<file path="src/sv/rapr_pkg.sv">
// ============================================================================
// rapr_pkg - shared types and constants
// Status codes, header layout and the per-item result record for the
// addressed packet receiver.
// ============================================================================
`default_nettype none

package rapr_pkg;

    localparam int unsigned HdrLen   = 6;
    localparam int unsigned PhaseW   = 9;

    localparam logic [7:0] BCAST_ADDR    = 8'hFF;
    localparam logic [7:0] SUM_GOOD      = 8'hFF;
    localparam logic [7:0] OWN_ADDR_RST  = 8'h01;

    // register indexes on the config port
    localparam logic [0:0] REG_OWN_ADDR  = 1'b0;

    // status codes
    localparam logic [2:0] ST_IGNORED = 3'd0;
    localparam logic [2:0] ST_HEADER  = 3'd1;
    localparam logic [2:0] ST_DATA    = 3'd2;
    localparam logic [2:0] ST_ACCEPT  = 3'd3;
    localparam logic [2:0] ST_BADSUM  = 3'd4;
    localparam logic [2:0] ST_DUP     = 3'd5;

    typedef struct packed {
        logic [7:0] data_byte;
        logic [7:0] data_index;
        logic [7:0] payload_size;
        logic [7:0] channel;
        logic [7:0] ack_command;
        logic [7:0] sequence_id;
        logic [7:0] src_address;
        logic [7:0] dst_address;
    } t_result_data;

    typedef struct packed {
        logic [2:0]   status;
        t_result_data fields;
    } t_result;

endpackage

`default_nettype wire

</file>
<file path="src/sv/rs485_addressed_packet_receiver.sv">
// result path: the result of an accepted input item is registered and shows on the output the cycle after it is taken
// throughput: one item per cycle; the output register takes a new result
//   whenever it is empty or its current result is taken in the same cycle
// reset (synchronous, active low): hunting for an address, header bytes,
//   running sum and last sequence cleared, own address back to 0x01
// ============================================================================
// rs485_addressed_packet_receiver - multidrop packet parser with sum check
// Parses address-marked byte streams into header, data and checksum items,
// checks the 8-bit sum and rejects repeated sequence numbers.
// ============================================================================
`default_nettype none

module rs485_addressed_packet_receiver
    import rapr_pkg::*;
(
    input  wire logic        i_clk,
    input  wire logic        i_rst_n,

    // config port, own address register at byte address 0
    input  wire logic        psel,
    input  wire logic        penable,
    input  wire logic        pwrite,
    input  wire logic [2:0]  paddr,
    input  wire logic [31:0] pwdata,
    output logic      [31:0] prdata,
    output logic             pready,

    // received bytes
    input  wire logic        s_axis_tvalid,
    output logic             s_axis_tready,
    input  wire logic [7:0]  s_axis_tdata,   // [7:0] rx_byte
    input  wire logic        s_axis_tuser,   // [0] address_mark

    // parse results
    output logic             m_axis_tvalid,
    input  wire logic        m_axis_tready,
    output logic      [63:0] m_axis_tdata,   // [7:0] dst_address, [15:8] src_address,
                                             // [23:16] sequence_id, [31:24] ack_command,
                                             // [39:32] channel, [47:40] payload_size,
                                             // [55:48] data_index, [63:56] data_byte
    output logic      [2:0]  m_axis_tuser    // [2:0] status
);

    logic [7:0]  r_own_addr;
    logic        cfg_wr;
    logic        in_take;
    t_result     result;
    logic        r_out_valid;
    t_result     r_out;

    // ------------------------------------------------------------------
    // config register
    // ------------------------------------------------------------------
    assign pready = 1'b1;
    assign cfg_wr = psel && penable && pwrite && pready;

    always_ff @(posedge i_clk) begin
        if (!i_rst_n) begin
            r_own_addr <= OWN_ADDR_RST;
        end else if (cfg_wr && paddr[2:2] == REG_OWN_ADDR) begin
            r_own_addr <= pwdata[7:0];
        end
    end

    // reads outside the register list return zero
    assign prdata = (paddr[2:2] == REG_OWN_ADDR) ? {24'd0, r_own_addr} : 32'd0;

    // ------------------------------------------------------------------
    // input side: take a byte whenever the output register frees up
    // ------------------------------------------------------------------
    assign s_axis_tready = !r_out_valid || m_axis_tready;
    assign in_take       = s_axis_tvalid && s_axis_tready;

    rapr_parser u_parser (
        .i_clk          (i_clk),
        .i_rst_n        (i_rst_n),
        .i_en           (in_take),
        .i_rx_byte      (s_axis_tdata),
        .i_address_mark (s_axis_tuser),
        .i_own_address  (r_own_addr),
        .o_result       (result)
    );

    // ------------------------------------------------------------------
    // output register, one result per accepted item
    // ------------------------------------------------------------------
    always_ff @(posedge i_clk) begin
        if (!i_rst_n) begin
            r_out_valid <= 1'b0;
        end else if (in_take) begin
            r_out_valid <= 1'b1;
        end else if (m_axis_tready) begin
            r_out_valid <= 1'b0;
        end
    end

    // payload needs no reset
    always_ff @(posedge i_clk) begin
        if (in_take) begin
            r_out <= result;
        end
    end

    assign m_axis_tvalid = r_out_valid;
    assign m_axis_tdata  = r_out.fields;
    assign m_axis_tuser  = r_out.status;

endmodule

`default_nettype wire

</file>
<file path="src/sv/rapr_parser.sv">
// ============================================================================
// rapr_parser - packet parse state and per-byte update
// Holds phase, header bytes, running sum and last accepted sequence; gives
// the result for the byte at its input and advances on each accepted item.
// ============================================================================
`default_nettype none

module rapr_parser
    import rapr_pkg::*;
(
    input  wire logic       i_clk,
    input  wire logic       i_rst_n,
    input  wire logic       i_en,
    input  wire logic [7:0] i_rx_byte,
    input  wire logic       i_address_mark,
    input  wire logic [7:0] i_own_address,
    output t_result         o_result
);

    logic [PhaseW-1:0] r_phase, n_phase;
    logic [7:0]        r_hdr [HdrLen];
    logic [7:0]        n_hdr [HdrLen];
    logic [7:0]        r_sum, n_sum;
    logic [7:0]        r_last_seq, n_last_seq;
    logic              r_last_valid, n_last_valid;

    logic [PhaseW-1:0] cur_phase;
    logic [PhaseW-1:0] data_end;
    logic [PhaseW-1:0] data_off;
    logic [7:0]        total;
    logic [2:0]        status;
    logic [7:0]        didx;
    logic [7:0]        dbyte;

    // a marked byte always restarts the hunt
    assign cur_phase = i_address_mark ? '0 : r_phase;
    assign data_end  = PhaseW'(HdrLen) + {1'b0, r_hdr[5]};
    assign data_off  = cur_phase - PhaseW'(HdrLen);
    assign total     = r_sum + i_rx_byte;

    always_comb begin
        n_phase      = cur_phase;
        n_hdr        = r_hdr;
        n_sum        = r_sum;
        n_last_seq   = r_last_seq;
        n_last_valid = r_last_valid;
        status       = ST_IGNORED;
        didx         = '0;
        dbyte        = '0;
        if (cur_phase == '0) begin
            if (i_rx_byte == i_own_address || i_rx_byte == BCAST_ADDR) begin
                n_hdr[0] = i_rx_byte;
                n_sum    = i_rx_byte;
                n_phase  = PhaseW'(1);
                status   = ST_HEADER;
            end
        end else if (cur_phase < PhaseW'(HdrLen)) begin
            n_hdr[cur_phase[2:0]] = i_rx_byte;
            n_sum   = total;
            n_phase = cur_phase + PhaseW'(1);
            status  = ST_HEADER;
        end else if (cur_phase < data_end) begin
            didx    = data_off[7:0];
            dbyte   = i_rx_byte;
            n_sum   = total;
            n_phase = cur_phase + PhaseW'(1);
            status  = ST_DATA;
        end else begin
            if (total != SUM_GOOD) begin
                status = ST_BADSUM;
            end else if (r_last_valid && r_hdr[2] == r_last_seq) begin
                status = ST_DUP;
            end else begin
                n_last_seq   = r_hdr[2];
                n_last_valid = 1'b1;
                status       = ST_ACCEPT;
            end
            n_phase = '0;
        end
    end

    assign o_result.status              = status;
    assign o_result.fields.dst_address  = n_hdr[0];
    assign o_result.fields.src_address  = n_hdr[1];
    assign o_result.fields.sequence_id  = n_hdr[2];
    assign o_result.fields.ack_command  = n_hdr[3];
    assign o_result.fields.channel      = n_hdr[4];
    assign o_result.fields.payload_size = n_hdr[5];
    assign o_result.fields.data_index   = didx;
    assign o_result.fields.data_byte    = dbyte;

    always_ff @(posedge i_clk) begin
        if (!i_rst_n) begin
            r_phase      <= '0;
            r_hdr        <= '{default: '0};
            r_sum        <= '0;
            r_last_seq   <= '0;
            r_last_valid <= 1'b0;
        end else if (i_en) begin
            r_phase      <= n_phase;
            r_hdr        <= n_hdr;
            r_sum        <= n_sum;
            r_last_seq   <= n_last_seq;
            r_last_valid <= n_last_valid;
        end
    end

endmodule

`default_nettype wire
</file>
<file path="config.mk">
export PLATFORM = sky130hd
export DESIGN_NAME = rs485_addressed_packet_receiver
export DESIGN_NICKNAME = d
export VERILOG_FILES = /design/src/sv/rapr_pkg.sv /design/src/sv/rs485_addressed_packet_receiver.sv /design/src/sv/rapr_parser.sv
export SDC_FILE = /design/constraint.sdc
export NUM_CORES = 1
export LEC_CHECK = 0
export ABC_CLOCK_PERIOD_IN_PS = 13200
export BUFFER_PORTS_ARGS = -buffer_cell sky130_fd_sc_hd__buf_2
export CAP_MARGIN = 20
export CORE_MARGIN = 8
export CORE_UTILIZATION = 40
export DETAILED_ROUTE_END_ITERATION = 10
export HOLD_SLACK_MARGIN = 0.08
export MAX_ROUTING_LAYER = met4
export PLACE_DENSITY_LB_ADDON = 0.08
export SKIP_LAST_GASP = 1
export SYNTH_ARGS = -nofsm -noshare
export SYNTH_HDL_FRONTEND = slang
export SYNTH_HIERARCHICAL = 1
export SYNTH_SLANG_ARGS = --single-unit
</file>
<file path="constraint.sdc">
create_clock -name i_clk -period 13.2 [get_ports i_clk]
set_input_delay 2.64 -clock i_clk [delete_from_list [all_inputs] [get_ports i_clk]]
set_output_delay 2.64 -clock i_clk [all_outputs]
set_load 0.05 [all_outputs]
</file>
### After elaboration in Yosys (flattened, before gate mapping)

Cells that the tools add are included.

* reduce and logical (&&, ||, !) cells: 15
* magnitude comparators: 4
* shift-type cells: 0
* muxes and demuxes: 25
* equal/unequal tests: 5
* add/subtract/negate cells: 4
* multiply operators: 0
* divide/modulo/power cells: 0
* bitwise logic cells: 7

Operator list (number)
* two-way mux 8 bit: 8
* bitwise mux 48 bit: 1
* two-way mux 48 bit: 1
* two-way mux 9 bit: 5
* two-way mux 40 bit: 1
* demux 8 bit (select 3 bit): 1
* equality test 8 bit: 2
* two-way mux 3 bit: 5
* adder 3 x 8 -> 9 bit (first input constant): 1
* adder 9 x 1 -> 9 bit (second input constant): 1
* zero test 9 bit: 1
* less-than comparator 9 x 3 -> 1 bit (second input constant): 1
* less-than comparator 9 bit: 1
* adder 8 bit: 1
* equality test 8 bit (second input constant): 1
* != test 8 bit (second input constant): 1
* subtractor 8 x 3 -> 8 bit (second input constant): 1
* logical AND 1 bit: 6
* NOT 1 bit: 6
* AND reduction 6 bit: 1
* greater-or-equal comparator 4 bit (second input constant): 1
* less-than comparator 4 x 1 -> 1 bit (second input constant): 1
* NOT 3 -> 4 bit: 1
* two-way mux 1 bit: 3
* 7 further kinds: 8

* RAM bits: 0
* flip-flop bits (word level): 150
* bits of input ports: 51
* word-level logic and storage cells: 81
* memory bits (read-only): 0
* latch bits: 0
* output and inout bits: 102
* memories kept: 0

### Longest topological paths before layout

* depth after elaboration: 9
* gate-level depth with buffers: 13
* gate-level depth less buffers: 12

### Hierarchy

The synthesis kept the hierarchy.

By module, submodules not included
* rapr_parser: seq. area each 1481.4 um2, cells each 545, instances 1, area each 4868.4 um2
* rs485_addressed_packet_receiver: seq. area each 2192.1 um2, cells each 143, instances 1, area each 2657.5 um2

### Worst setup path after synthesis

OpenSTA, ideal clock, no wires.

* kind: input-to-reg
* start: input port m_axis_tready
* end: register u_parser.r_sum[4]
* data required time: 13.078 ns
* stages: 6
* arrival time: 6.481 ns
* library setup time: 0.122 ns
* slack: 6.597 ns
* path buffers: 0
* cell sequence: nand2b_1 and2_1 clkinv_1 nor2_1 nand2_1 o311a_1

* cells in the longest elaborated chain, start to end: 3

Ends and longest elaborated chain
* start, declared: line rs485_addressed_packet_receiver.sv:36 `input wire logic m_axis_tready,`
* logical OR 1 bit: line rs485_addressed_packet_receiver.sv:71 `assign s_axis_tready = !r_out_valid || m_axis_tready;`
* logical AND 1 bit: line rs485_addressed_packet_receiver.sv:72 `assign in_take = s_axis_tvalid && s_axis_tready;`
* via in_take: line rs485_addressed_packet_receiver.sv:46 `logic in_take;`
* AND reduction 3 bit (no line)
* end signal, assigned: line rapr_parser.sv:102 `r_sum <= n_sum;`
* end, declared: line rapr_parser.sv:23 `logic [7:0] r_sum, n_sum;`

The timed path passes the listed nets, and every way through them passes these cells.
A chain may end at the register's enable or synchronous reset.

### Final worst setup path

* start: input port paddr[2]
* end: output port prdata[2]

* cells in the longest elaborated chain, start to end: 1

Ends and longest elaborated chain
* start, declared: line rs485_addressed_packet_receiver.sv:23 `input wire logic [2:0] paddr,`
* two-way mux 8 bit: line rs485_addressed_packet_receiver.sv:66 `assign prdata = (paddr[2:2] == REG_OWN_ADDR) ? {24'd0, r_own_addr} : 32'd0;`
* end, declared: line rs485_addressed_packet_receiver.sv:25 `output logic [31:0] prdata,`

Every way passes these cells.

==> impl_metrics.toml <==
[floorplanning]
fp.coreArea_mm2 = 0.0186
rows = 50
die_h_um = 153
fp.dieArea_mm2 = 0.0235
ios = 153
die_x_um = 153
start_util = 0.405

[yosys]
synth_top_family_by_area = "multiplexers"
synth.mux.area_fraction = 0.161
synth-adder-area-share = 0.0392
ys_warn_count = 6
synthDistinctLibCells = 67
seq_area_frac_synth = 0.488
synth_edf_count = 67
syn_avg_cell_area_um2 = 10.9
synth_compound_area_frac = 0.0785
ys_ff_latch = 150
yosys_most_used_dff = "dfxtp_1"
netlist_area_mm2 = 0.00753
synthCells = 688
ys_async_sr_fraction = 0
synth-simple-area-share = 0.146
synth_xor_area_frac = 0.0337

[timing]
fin_crit_ns = 5.90
finalSetupViolCount = 0
min_period_over_period = 0.447
drv_slew = 0
hold_viol = 0
skew_ns = 0.0139
setup_tns_ns = 0
tightest_slew_ns = 1.04
rsz0062_at_grt = "false"
clock.fmax_mhz = 170
slew_headroom = 0.304

[min_path]
holdCritPathClass = "flop to flop"
holdPathStages = 2

[global_route]
grt_max_degree = 80
antenna_found_initial = 0
gr-usage-all-layers = 0.165
grt_pass1_wl_mm = 29.9
overflow = 0
grt_pass1_vias = 5489

[critical_path]
worst_path_max_delay_cell = "buf_2"
critical_path_buf_inv_count = 2
worstSetupEndpoint = "prdata[2]"
reg2reg_from = "u_parser/r_hdr[1]"
rr_worst_depth = 12
path_max_fanout = 9
crit_path_start_kind = "input pin"
timing.critical_path.from = "paddr[2]"
crit_chain = "buf_2 -> and2b_2 -> buf_2"
cp_num_cells = 3
path_delay_family = "buffers and inverters"
slowest_delay_ns = 0.25
crit_type = "input pin to output port"
crit_path_end_kind = "output port"
worstPathArrival_ns = 3.26
cpMostUsedCell = "buf_2"
crit_required_ns = 10.56
worst_r2r_endpoint = "u_parser/r_sum[4]"
reg2reg_slack_ns = 9.80

[clocking]
clk_latency_ns = 0.43
clk_path_buf_depth = 2
cts.root.buffer_cell = "clkbuf_16"
path_clk_slew_ns = 0.06
htree_levels = 4
hold_buffers = 0
post_cts_buffers = 0
cts_resized = 0
cts_tree = "yes"
cts_made_buffers = 17
cts_sinks = 150

[outcome]
status = "finished clean"

[route]
vias_per_cell = 5.22
drtAntennaViolNets = 0
num_vias = 5364
drtPass1Iterations = 4
first_iter_violations = 435
routed_wl_mm = 18.9
wl_per_cell_um = 18.4
drc = 0

[job]
drv_cap = 0

[cells_and_area]
syn2layout_area_growth_pct = 15.3
diodes = 0
stdcell_count = 1027
drive_gt1_frac = 0.275
fin_nets = 854

[placed_design]
place_inst = 994
dp_hpwl_mm = 13.2
io_buffer_count = 101
gp_congestion = 0.806

[power]
p_leak_nw = 3.91
ir_drop_uv = 97.0
p_per_area_mw_per_mm2 = 123
## final cells by class
class	instances	area (um^2)
Clock buffer	21	450
Clock inverter	11	115
Fill cell	1749	9900
Inverter	16	60.1
Multi-Input combinational cell	489	3550
Sequential cell	150	3670
Tap cell	234	293
Timing Repair Buffer	106	541
## power by group
group	total, W	switching [W]	internal, W
clock network	0.000464	0.000196	0.000268
logic	0.000104	0.0000864	0.0000172
registers	0.000497	0.00000267	0.000495
## how the worst min path moves through the flow
stage | end | from
5_1_grt | u_parser/r_hdr[20] | u_parser/r_hdr[20]
4_1_cts | u_parser/r_hdr[47] | u_parser/r_hdr[47]
2_1_floorplan | u_parser/r_hdr[40] | u_parser/r_hdr[40]
3_5_place_dp | u_parser/r_hdr[13] | u_parser/r_hdr[13]
6_report | u_parser/r_hdr[20] | u_parser/r_hdr[20]
3_3_place_gp | u_parser/r_hdr[23] | u_parser/r_hdr[23]
## logic make-up after synthesis
| logic type | count (synthesis) |
|---|---|
| XOR/XNOR | 29 |
| flip-flops | 150 |
| AND/OR/NAND/NOR | 216 |
| buffers and inverters | 72 |
| multiplexers | 115 |
| AO/OA/AOI/OAI | 81 |
| other | 2 |
| adder cells (fa/ha/maj) | 23 |
## layer usage
| metal | vias to the layer above | share of wire | global-route usage |
|---|---|---|---|
| met5 | - | 0 | - |
| met4 | 0 | 0.011 | 0.0434 |
| met3 | 13 | 0.049 | 0.0383 |
| met2 | 167 | 0.46 | 0.259 |
| met1 | 2581 | 0.48 | 0.211 |
| li1 | 2603 | - | - |
## flip-flops by register name, summed over array words and instances, names as in the netlist
signal,count
u_parser/r_phase,9
m_axis_tdata,64
u_parser/r_hdr,48
m_axis_tuser,3
u_parser/r_sum,8
m_axis_tvalid,1
u_parser/r_last_seq,8
r_own_addr,8
u_parser/r_last_valid,1
## layout by cell type (no fill, tap or decap), types with 5 or more instances in the layout
cell / n
dfxtp_1: 83
mux2i_1: 67
nor4_1: 7
a21o_1: 7
xnor2_1: 7
nand2_2: 5
nand3_2: 5
nand3_1: 9
mux2_2: 48
a211oi_1: 5
o2111ai_1: 5
conb_1: 25
nand2_1: 97
buf_2: 102
o21ai_0: 6
edfxtp_1: 67
nor3_1: 8
inv_1: 15
o21a_1: 5
and2b_2: 8
a21oi_1: 23
and3_1: 5
ha_1: 22
nor2_1: 27
nor2b_1: 7
xor2_1: 22
nand2b_1: 5
clkbuf_16: 17
and2_1: 11
## Yosys cell counts (all sizes together) (12+ instances only)
cell type,n,share of area
clkbuf,22,0.011
ha,22,0.037
inv,15,0.0075
nor2,27,0.013
nand3,14,0.013
nand2,102,0.053
edfxtp,67,0.27
a21oi,24,0.016
mux2,48,0.072
dfxtp,83,0.22
buf,34,0.034
mux2i,67,0.089
and2,12,0.010
xor2,22,0.026
## worst register-to-register path: cells and delay by family, from the launching register on
kind	cells	cell delay (ns)
compound gates	5	1.65
fa+ha+maj	2	0.53
simple gates	3	0.45
flops	1	0.43
xor+xnor	1	0.16
buf+inv	1	0.07
## through the flow
step           area (um^2)  hold slack [ns]  setup WS [ns]   util  power (W)
6_report              8680            0.462           7.30  0.467    0.00107
5_1_grt               8680            0.471           7.27  0.467    0.00110
4_1_cts               8670            0.463           7.30  0.467    0.00108
3_5_place_dp          8110            0.450           7.31  0.436   0.000612
3_3_place_gp          8110            0.443           7.32  0.436   0.000610
2_1_floorplan         7610            0.435           6.60      -   0.000591
No activity file was read; power rests on OpenSTA's default activity.
